`config.mk`:
```
export PLATFORM = sky130hd
export DESIGN_NAME = quintic_newton_root_finder
export DESIGN_NICKNAME = d
export VERILOG_FILES = /design/src/rtl/core/qnrf_pkg.sv /design/src/rtl/core/qnrf_mul.sv /design/src/rtl/core/qnrf_div.sv /design/src/rtl/core/quintic_newton_root_finder.sv
export SDC_FILE = /design/constraint.sdc
export NUM_CORES = 2
export LEC_CHECK = 0
export BUFFER_PORTS_ARGS = -buffer_cell sky130_fd_sc_hd__buf_2
export CORE_MARGIN = 4
export CORE_UTILIZATION = 30
export DETAILED_ROUTE_END_ITERATION = 16
export GPL_TIMING_DRIVEN = 1
export PLACE_DENSITY = 0.46
export SYNTH_ARGS = -nofsm -noshare
export SYNTH_HDL_FRONTEND = slang
export SYNTH_SLANG_ARGS = --single-unit
```
`constraint.sdc`:
```
create_clock -name clk -period 20.3 [get_ports clk]
set_input_delay 3.045 -clock clk [delete_from_list [all_inputs] [get_ports clk]]
set_output_delay 3.045 -clock clk [all_outputs]
set_load 0.01 [all_outputs]
```
`src/rtl/core/qnrf_pkg.sv`:
```
// Package for the quintic Newton root finder: word format, register indexes,
// status codes and saturating helpers. No dependencies.
package qnrf_pkg;
  localparam int WordWidth = 48;
  localparam int FracBits  = 24;
  localparam int TolWidth  = 24;
  localparam int CapWidth  = 12;
  localparam int IdxWidth  = 4;
  localparam int QCntWidth = 7;

  typedef logic signed [WordWidth-1:0] word_t;

  localparam logic [IdxWidth-1:0] REG_C0  = 4'd0;
  localparam logic [IdxWidth-1:0] REG_C1  = 4'd1;
  localparam logic [IdxWidth-1:0] REG_C2  = 4'd2;
  localparam logic [IdxWidth-1:0] REG_C3  = 4'd3;
  localparam logic [IdxWidth-1:0] REG_C4  = 4'd4;
  localparam logic [IdxWidth-1:0] REG_C5  = 4'd5;
  localparam logic [IdxWidth-1:0] REG_TOL = 4'd6;
  localparam logic [IdxWidth-1:0] REG_CAP = 4'd7;

  localparam logic [1:0] ST_CONV = 2'd0;
  localparam logic [1:0] ST_DZERO = 2'd1;
  localparam logic [1:0] ST_CAP  = 2'd2;

  localparam word_t WMAX = {1'b0, {(WordWidth-1){1'b1}}};
  localparam word_t WMIN = {1'b1, {(WordWidth-1){1'b0}}};

  function automatic word_t sat_add(input word_t a, input word_t b);
    logic signed [WordWidth:0] s;
    s = {a[WordWidth-1], a} + {b[WordWidth-1], b};
    if (s[WordWidth] != s[WordWidth-1]) return s[WordWidth] ? WMIN : WMAX;
    return s[WordWidth-1:0];
  endfunction

  function automatic word_t sat_sub(input word_t a, input word_t b);
    logic signed [WordWidth:0] s;
    s = {a[WordWidth-1], a} - {b[WordWidth-1], b};
    if (s[WordWidth] != s[WordWidth-1]) return s[WordWidth] ? WMIN : WMAX;
    return s[WordWidth-1:0];
  endfunction

  // magnitude plus sign and overflow flag to saturated word
  function automatic word_t from_mag(input logic [WordWidth-1:0] m, input logic neg,
                                     input logic ovf);
    if (neg) begin
      if (ovf || m > {1'b1, {(WordWidth-1){1'b0}}}) return WMIN;
      return word_t'(-m);
    end
    if (ovf || m[WordWidth-1]) return WMAX;
    return word_t'(m);
  endfunction

  function automatic logic [WordWidth-1:0] mag(input word_t a);
    return a[WordWidth-1] ? -a : a;
  endfunction
endpackage

```
`src/rtl/core/qnrf_mul.sv`:
```
// Saturating Q24.24 multiplier, four 24x24 partial products accumulated in turn.
// Depends on qnrf_pkg.
module qnrf_mul (
  input  logic                clk,
  input  logic                rst_n,
  input  logic                start,
  input  qnrf_pkg::word_t     a,
  input  qnrf_pkg::word_t     b,
  output logic                done,
  output qnrf_pkg::word_t     prod
);
  localparam int H = qnrf_pkg::WordWidth / 2;
  localparam int W = qnrf_pkg::WordWidth;

  logic [W-1:0]   x_r, y_r;
  logic           neg_r;
  logic [2*W-1:0] acc_r, acc_nxt;
  logic [2:0]     step_r, step_nxt;
  logic           busy_r, busy_nxt;
  logic [H-1:0]   xs, ys;
  logic [2*H-1:0] pp;
  logic [2*W-1:0] pp_sh;

  always_comb begin
    xs = step_r[0] ? x_r[W-1:H] : x_r[H-1:0];
    ys = step_r[1] ? y_r[W-1:H] : y_r[H-1:0];
    pp = xs * ys;
    pp_sh = {{(2*W-2*H){1'b0}}, pp} << (H * (32'(step_r[0]) + 32'(step_r[1])));
    acc_nxt = acc_r;
    step_nxt = step_r;
    busy_nxt = busy_r;
    if (start) begin
      acc_nxt = '0;
      step_nxt = '0;
      busy_nxt = 1'b1;
    end else if (busy_r) begin
      acc_nxt = acc_r + pp_sh;
      step_nxt = step_r + 3'd1;
      if (step_r == 3'd3) busy_nxt = 1'b0;
    end
  end

  always_ff @(posedge clk) begin
    if (!rst_n) begin
      busy_r <= 1'b0;
      done   <= 1'b0;
    end else begin
      busy_r <= busy_nxt;
      done   <= busy_r && step_r == 3'd3;
    end
    step_r <= step_nxt;
    acc_r  <= acc_nxt;
    if (start) begin
      x_r   <= qnrf_pkg::mag(a);
      y_r   <= qnrf_pkg::mag(b);
      neg_r <= a[W-1] ^ b[W-1];
    end
  end

  assign prod = qnrf_pkg::from_mag(acc_r[qnrf_pkg::FracBits +: W], neg_r,
                                   |acc_r[2*W-1:qnrf_pkg::FracBits+W]);
endmodule

```
`src/rtl/core/qnrf_div.sv`:
```
// Saturating Q24.24 divider, restoring, one quotient bit per cycle.
// Depends on qnrf_pkg.
module qnrf_div (
  input  logic                clk,
  input  logic                rst_n,
  input  logic                start,
  input  qnrf_pkg::word_t     num,
  input  qnrf_pkg::word_t     den,
  output logic                done,
  output qnrf_pkg::word_t     quot
);
  localparam int W = qnrf_pkg::WordWidth;
  localparam int N = W + qnrf_pkg::FracBits;

  logic [N-1:0]   dvd_r;
  logic [W-1:0]   dm_r;
  logic [W:0]     rem_r, rem_sh;
  logic [N-1:0]   q_r;
  logic           neg_r, busy_r;
  logic [qnrf_pkg::QCntWidth-1:0] cnt_r;

  assign rem_sh = {rem_r[W-1:0], dvd_r[N-1]};

  always_ff @(posedge clk) begin
    if (!rst_n) begin
      busy_r <= 1'b0;
      done   <= 1'b0;
    end else begin
      done <= 1'b0;
      if (start) busy_r <= 1'b1;
      else if (busy_r) begin
        if (cnt_r == qnrf_pkg::QCntWidth'(N - 1)) begin
          busy_r <= 1'b0;
          done   <= 1'b1;
        end
      end
    end
    if (start) begin
      dvd_r <= {qnrf_pkg::mag(num), {qnrf_pkg::FracBits{1'b0}}};
      dm_r  <= qnrf_pkg::mag(den);
      neg_r <= num[W-1] ^ den[W-1];
      rem_r <= '0;
      q_r   <= '0;
      cnt_r <= '0;
    end else if (busy_r) begin
      dvd_r <= dvd_r << 1;
      cnt_r <= cnt_r + 1'b1;
      if (rem_sh >= {1'b0, dm_r}) begin
        rem_r <= rem_sh - {1'b0, dm_r};
        q_r   <= {q_r[N-2:0], 1'b1};
      end else begin
        rem_r <= rem_sh;
        q_r   <= {q_r[N-2:0], 1'b0};
      end
    end
  end

  assign quot = qnrf_pkg::from_mag(q_r[W-1:0], neg_r, |q_r[N-1:W]);
endmodule

```
`src/rtl/core/quintic_newton_root_finder.sv`:
```
// Newton-Raphson root finder for a quintic over saturating Q24.24.
// Per step: derivative (4 Horner mults), polynomial (5 mults), one divide;
// up to iteration_cap+1 steps per request. A zero derivative ends its step
// before the polynomial mults. One request at a time.
// Synchronous active-low reset restores coefficients 0, tolerance 17, cap 1000.
// Depends on qnrf_pkg, qnrf_mul, qnrf_div.
module quintic_newton_root_finder (
  input  logic                                 clk,
  input  logic                                 rst_n,
  input  logic                                 cfg_we,
  input  logic [qnrf_pkg::IdxWidth-1:0]        cfg_index,
  input  logic [qnrf_pkg::WordWidth-1:0]       cfg_data,
  input  logic                                 in_valid,
  output logic                                 in_ready,
  input  logic signed [qnrf_pkg::WordWidth-1:0] in_initial_guess,
  output logic                                 out_valid,
  input  logic                                 out_ready,
  output logic signed [qnrf_pkg::WordWidth-1:0] out_root,
  output logic [1:0]                           out_status,
  output logic [qnrf_pkg::CapWidth-1:0]        out_iterations
);
  typedef enum logic [6:0] {
    S_IDLE  = 7'b0000001,
    S_DMUL  = 7'b0000010,
    S_PMUL  = 7'b0000100,
    S_DIV   = 7'b0001000,
    S_CHECK = 7'b0010000,
    S_OUT   = 7'b0100000,
    S_MWAIT = 7'b1000000
  } state_t;

  qnrf_pkg::word_t coef_r [6];
  logic [qnrf_pkg::TolWidth-1:0] tol_r;
  logic [qnrf_pkg::CapWidth-1:0] cap_r, j_r;
  state_t state_r, ret_r;
  qnrf_pkg::word_t x0_r, x1_r, acc_r, d_r;
  logic [2:0] k_r;
  logic first_r;
  logic pass_r;

  logic mstart, mdone, dstart, ddone;
  qnrf_pkg::word_t mprod, dquot, ma, mb;
  qnrf_pkg::word_t scaled, coef_k, step_dist, x1_new;
  logic [qnrf_pkg::WordWidth-1:0] dist_mag;

  qnrf_mul u_mul (.clk, .rst_n, .start(mstart), .a(ma), .b(mb), .done(mdone), .prod(mprod));
  qnrf_div u_div (.clk, .rst_n, .start(dstart), .num(acc_r), .den(d_r), .done(ddone),
                  .quot(dquot));

  // k * a_k by repeated saturating adds (k <= 5, narrow chain)
  always_comb begin
    coef_k = coef_r[k_r];
    scaled = '0;
    for (int t = 0; t < 5; t++)
      if (3'(t) < k_r) scaled = qnrf_pkg::sat_add(scaled, coef_k);
  end

  assign ma = acc_r;
  assign mb = x1_r;
  assign x1_new = qnrf_pkg::sat_sub(x1_r, dquot);
  assign step_dist = qnrf_pkg::sat_sub(x1_r, x0_r);
  assign dist_mag = (step_dist == qnrf_pkg::WMIN) ? qnrf_pkg::WMAX : qnrf_pkg::mag(step_dist);
  assign in_ready = state_r == S_IDLE;
  assign out_valid = state_r == S_OUT;
  assign mstart = (state_r == S_DMUL || state_r == S_PMUL) && ret_r != S_MWAIT;
  assign dstart = state_r == S_DIV && first_r;

  always_ff @(posedge clk) begin
    if (!rst_n) begin
      for (int i = 0; i < 6; i++) coef_r[i] <= '0;
      tol_r   <= qnrf_pkg::TolWidth'(17);
      cap_r   <= qnrf_pkg::CapWidth'(1000);
      state_r <= S_IDLE;
      ret_r   <= S_IDLE;
      first_r <= 1'b0;
      pass_r  <= 1'b0;
    end else begin
      if (cfg_we) begin
        if (cfg_index <= qnrf_pkg::REG_C5) coef_r[cfg_index[2:0]] <= cfg_data;
        else if (cfg_index == qnrf_pkg::REG_TOL) tol_r <= cfg_data[qnrf_pkg::TolWidth-1:0];
        else if (cfg_index == qnrf_pkg::REG_CAP) cap_r <= cfg_data[qnrf_pkg::CapWidth-1:0];
      end
      unique case (state_r)
        S_IDLE: if (in_valid) begin
          x1_r <= in_initial_guess;
          j_r  <= '0;
          state_r <= S_DMUL;
          k_r  <= 3'd4;
          ret_r <= S_IDLE;
          acc_r <= '0;
          first_r <= 1'b1;
          pass_r <= 1'b0;
        end
        S_DMUL: begin
          // derivative: acc = 5*a5 on entry, then acc*x + k*a_k for k=4..1
          if (first_r) begin
            k_r <= 3'd5;
            first_r <= 1'b0;
            ret_r <= S_MWAIT;
          end else if (ret_r == S_MWAIT && k_r == 3'd5) begin
            acc_r <= scaled;
            k_r <= 3'd4;
            ret_r <= S_IDLE;
          end else if (ret_r != S_MWAIT) begin
            ret_r <= S_MWAIT;
          end else if (mdone) begin
            acc_r <= qnrf_pkg::sat_add(mprod, scaled);
            if (k_r == 3'd1) begin
              d_r <= qnrf_pkg::sat_add(mprod, scaled);
              acc_r <= coef_r[5];
              k_r <= 3'd4;
              state_r <= S_PMUL;
            end else k_r <= k_r - 3'd1;
            ret_r <= S_IDLE;
          end
        end
        S_PMUL: begin
          if (d_r == '0) begin
            x1_r <= '0;
            state_r <= S_OUT;
            ret_r <= S_IDLE;
          end else if (ret_r != S_MWAIT) begin
            ret_r <= S_MWAIT;
          end else if (mdone) begin
            acc_r <= qnrf_pkg::sat_add(mprod, coef_k);
            if (k_r == 3'd0) begin
              state_r <= S_DIV;
              first_r <= 1'b1;
            end else k_r <= k_r - 3'd1;
            ret_r <= S_IDLE;
          end
        end
        S_DIV: begin
          first_r <= 1'b0;
          if (ddone) begin
            x0_r <= x1_r;
            x1_r <= x1_new;
            state_r <= S_CHECK;
          end
        end
        S_CHECK: begin
          // first update is not counted; j counts passes after it
          if (pass_r) j_r <= j_r + 1'b1;
          state_r <= S_MWAIT;
        end
        S_MWAIT: begin
          if (dist_mag > {{(qnrf_pkg::WordWidth-qnrf_pkg::TolWidth){1'b0}}, tol_r}
              && j_r < cap_r) begin
            x0_r <= x1_r;
            state_r <= S_DMUL;
            first_r <= 1'b1;
            pass_r <= 1'b1;
          end else state_r <= S_OUT;
        end
        S_OUT: if (out_ready) begin
          state_r <= S_IDLE;
          ret_r <= S_IDLE;
        end
        default: state_r <= S_IDLE;
      endcase
    end
  end

  assign out_root = x1_r;
  assign out_status = (state_r == S_OUT && d_r == '0) ? qnrf_pkg::ST_DZERO :
                      (j_r < cap_r) ? qnrf_pkg::ST_CONV : qnrf_pkg::ST_CAP;
  assign out_iterations = j_r;
endmodule
```
==> summary.txt <==
Status
  • Status: complete, no violations

Critical path
  • Crit path depth: 81
  • Crit. End Element: flip-flop
  • Req. time, crit path: 20.88 ns
  • Setup crit end: acc_r[45]
  • Cell mode on critical path: a21oi_1
  • Worst path slowest cell: dfxtp_4
  • Crit Path Class: flip-flop to flip-flop
  • Worst flop-to-flop path endpoint: acc_r[45]
  • Reg2Reg Setup Slack: 1.03 ns
  • Worst R2R Path Depth: 81
  • CP max stage delay: 0.53 ns
  • Worst Path Buf+Inv: 13
  • Worst setup SP type: flip-flop
  • Worst path arrival time: 19.85 ns
  • Cell family with most CP delay: compound AO/OA/AOI/OAI gates
  • Worst Path Max Fanout: 41

Timing
  • Final Cycle Share: 94.93%
  • Slew Limit Fails: 0
  • Final Setup Violations: 0
  • Post-route setup slack: 1.029 ns
  • Max transition margin: 10.13%
  • Count of final hold-check violations: 0
  • Fin crit period: 19.27 ns
  • Clk_skew: 0.07621 ns
  • Max Fclk: 0.05189 GHz
  • Slew @ Worst Pin: 1.345 ns

Logic synthesis
  • Post-synth ARST share: 0%
  • Synth Register Bits: 1,070
  • Main synth FF type: edfxtp_1
  • Top cells by count, synth: nand2_1 (1,465), nor2_1 (1,150), inv_1 (939)
  • Post-synth top area cell: edfxtp_1
  • Post-synthesis instance area: 100,400 µm²
  • Mapped Avg Cell Area: 8.715 µm²
  • Synth area leaders: edfxtp_1 (23%), fa_1 (9.8%), ha_1 (8.8%)
  • Yosys cell types: 104
  • Gate Count Post-Synth: 11,530
  • Top-area cell type share of the netlist area: 23.47%
  • Most frequent cell after synthesis: nand2_1
  • Synth Warn #: 0
  • EDFF count, synth: 785
  • Sequential element share of the synthesized area: 29.15%

Die
  • Chip width: 586.6 µm
  • Top-Level Pins: 169
  • Starting Density: 30.12%
  • Row cnt: 212
  • Die Span Y: 586.6 µm
  • Core Area: 333,400 µm²
  • Die ar.: 344,100 µm²

Global routing
  • First-pass GRT wire length: 592,800 µm
  • Number of global-route vias before repair: 87,040
  • GRT Util Overall: 22.62%
  • Pin count of the biggest net entering global routing: 87
  • Grt ovf: 0
  • Initial antenna violation count: 38

Route
  • Total number of vias: 88,760
  • Avg WL per Cell: 24.96 µm
  • Iter 0 DRT Violations: 7,862
  • Drt pass-1 iters: 8
  • Antenna-violating nets left: 0
  • Vias/cell: 5.486
  • Post-Route WL: 403,800 µm
  • Remaining DRCs: 0

Final layout
  • Share of layout cells above drive strength 1: 8.772%
  • Fillers: 34,530
  • Final Instance Area: 112,200 µm²
  • Layout area overhead: 11.74%
  • Nets: 12,990

Job
  • Max-cap violations: 0

Clock network
  • H-Tree Depth: 4
  • Worst-path clk slew: 0.07 ns
  • Hold buffers post-CTS: 0
  • CTS tree: yes
  • Clock sink count: 1,070
  • Bufs on Longest Clock Path: 4
  • Num CTS Buffers: 138
  • Worst-skew pair later-pin latency: 0.85 ns
  • Clk root buf: clkbuf_16

Place
  • Pre-CTS setup slack: 0.1976 ns
  • Cell Area, Placed: 107,700 µm²
  • Port-buffer cells: 168
  • Final GP Congestion: 0.9618
  • Final HPWL DP: 318,700 µm

Hold path
  • Hold Crit Class: flip-flop to flip-flop
==> tightest hold or removal path: cells and delay by family, from the launching register on <==
kind / cells / cell delay, ns
compound gates: 1 / 0.05
flops: 1 / 0.30
simple gates: 1 / 0.05
==> flip-flops by register name (all words and copies together) (netlist names), 7 cells and up, named ones only <==
register,cells
u_mul.acc_r,96
cap_r,12
coef_r,384
u_div.q_r,72
u_mul.x_r,48
d_r,48
acc_r,48
u_div.rem_r,48
ret_r,7
u_mul.y_r,48
u_div.dvd_r,48
x0_r,48
state_r,7
tol_r,24
u_div.dm_r,48
out_root,48
out_iterations,12
u_div.cnt_r,7
==> routing by layer <==
metal / GRT usage [%] / vias up / wire length [µm]
met5: 0 / - / 93
met4: 5.855 / 14 / 10860
met3: 2.584 / 466 / 22580
met2: 36.93 / 2800 / 186000
met1: 31.73 / 44410 / 184300
li1: - / 41080 / -
==> repair_timing <==
item	4_1_cts	5_1_grt
endpoints found under the setup margin	0	95
buffers inserted	0	7
gates resized for setup	0	21
==> cells in the final DEF, fill, tap and decap left out, types with 56 or more instances in the layout <==
| master | Yosys | layout |
|---|---|---|
| a21oi_1 | 726 | 722 |
| conb_1 | 1 | 96 |
| edfxtp_1 | 785 | 785 |
| fa_1 | 491 | 491 |
| mux4_2 | 96 | 96 |
| nor2b_1 | 88 | 87 |
| buf_4 | 2 | 285 |
| mux2i_1 | 228 | 217 |
| o211ai_1 | 81 | 81 |
| o31ai_1 | 86 | 85 |
| xnor2_1 | 436 | 435 |
| and3_1 | 76 | 76 |
| ha_1 | 706 | 704 |
| o21bai_1 | 84 | 84 |
| a21o_1 | 333 | 333 |
| a211oi_1 | 118 | 117 |
| mux2_2 | 65 | 65 |
| nor4_1 | 59 | 56 |
| or2_2 | 61 | 60 |
| a221o_1 | 56 | 56 |
| xor2_1 | 163 | 162 |
| nand4_1 | 105 | 105 |
| nand2b_1 | 94 | 92 |
| buf_2 | 9 | 168 |
| dfxtp_1 | 285 | 279 |
| or3_1 | 98 | 98 |
| nand3_1 | 170 | 170 |
| and2_1 | 186 | 185 |
| nor2_1 | 1150 | 1139 |
| a31oi_1 | 82 | 79 |
| nor3_1 | 185 | 183 |
| o21ai_0 | 715 | 706 |
| o21a_1 | 109 | 109 |
| clkbuf_16 | 0 | 142 |
| nand2_1 | 1465 | 1459 |
| inv_1 | 939 | 935 |
==> through the flow <==
step                hold slack (ns)  util (%)  instances  setup TNS (ns)
detailed placement           0.4496     32.30      15930               0
finish                       0.4531     33.66      16180               0
CTS                          0.4568     33.60      16170               0
global route                 0.4802     33.65      16180       -0.001451
floorplan                    0.4319         -      11620               0
global placement             0.4434     32.30      15930               0
==> worst min path at each step <==
stage	startpoint	end	slack, ns	cells past startpoint
final	tol_r[23]	tol_r[23]	0.45	2
after global routing	tol_r[5]	tol_r[5]	0.48	2
after CTS	tol_r[6]	tol_r[6]	0.46	2
after detailed placement	tol_r[23]	tol_r[23]	0.45	2
after global placement	pass_r	pass_r	0.44	2
after floorplan	ret_r[6]	ret_r[6]	0.43	2
==> cell families (layout without fill, tap and decap cells) <==
group,Yosys count,in the layout,synth area share [%]
flops,1070,1070,29.15
buf+inv,1477,1644,5.619
xor+xnor,599,599,5.223
fa+ha+maj,1213,1213,18.74
other cells,1,103,0.003734
mux,389,389,5.154
simple gates,3919,3919,17.84
compound gates,2857,2857,18.27
==> area by class of cell <==
class	count	area [µm²]	share of cell area, %
Antenna cell	7	17.52	0.01561
Clock buffer	165	3660	3.261
Clock inverter	72	668.1	0.5953
Inverter	943	3552	3.165
Multi-Input combinational cell	9073	66360	59.13
Sequential cell	1070	29300	26.10
Tap cell	4387	5489	4.891
Timing Repair Buffer	464	3187	2.840
Power is left out: the tool's default activity adds up to more than one toggle a clock period on the data nets, which glitch-free logic cannot reach.
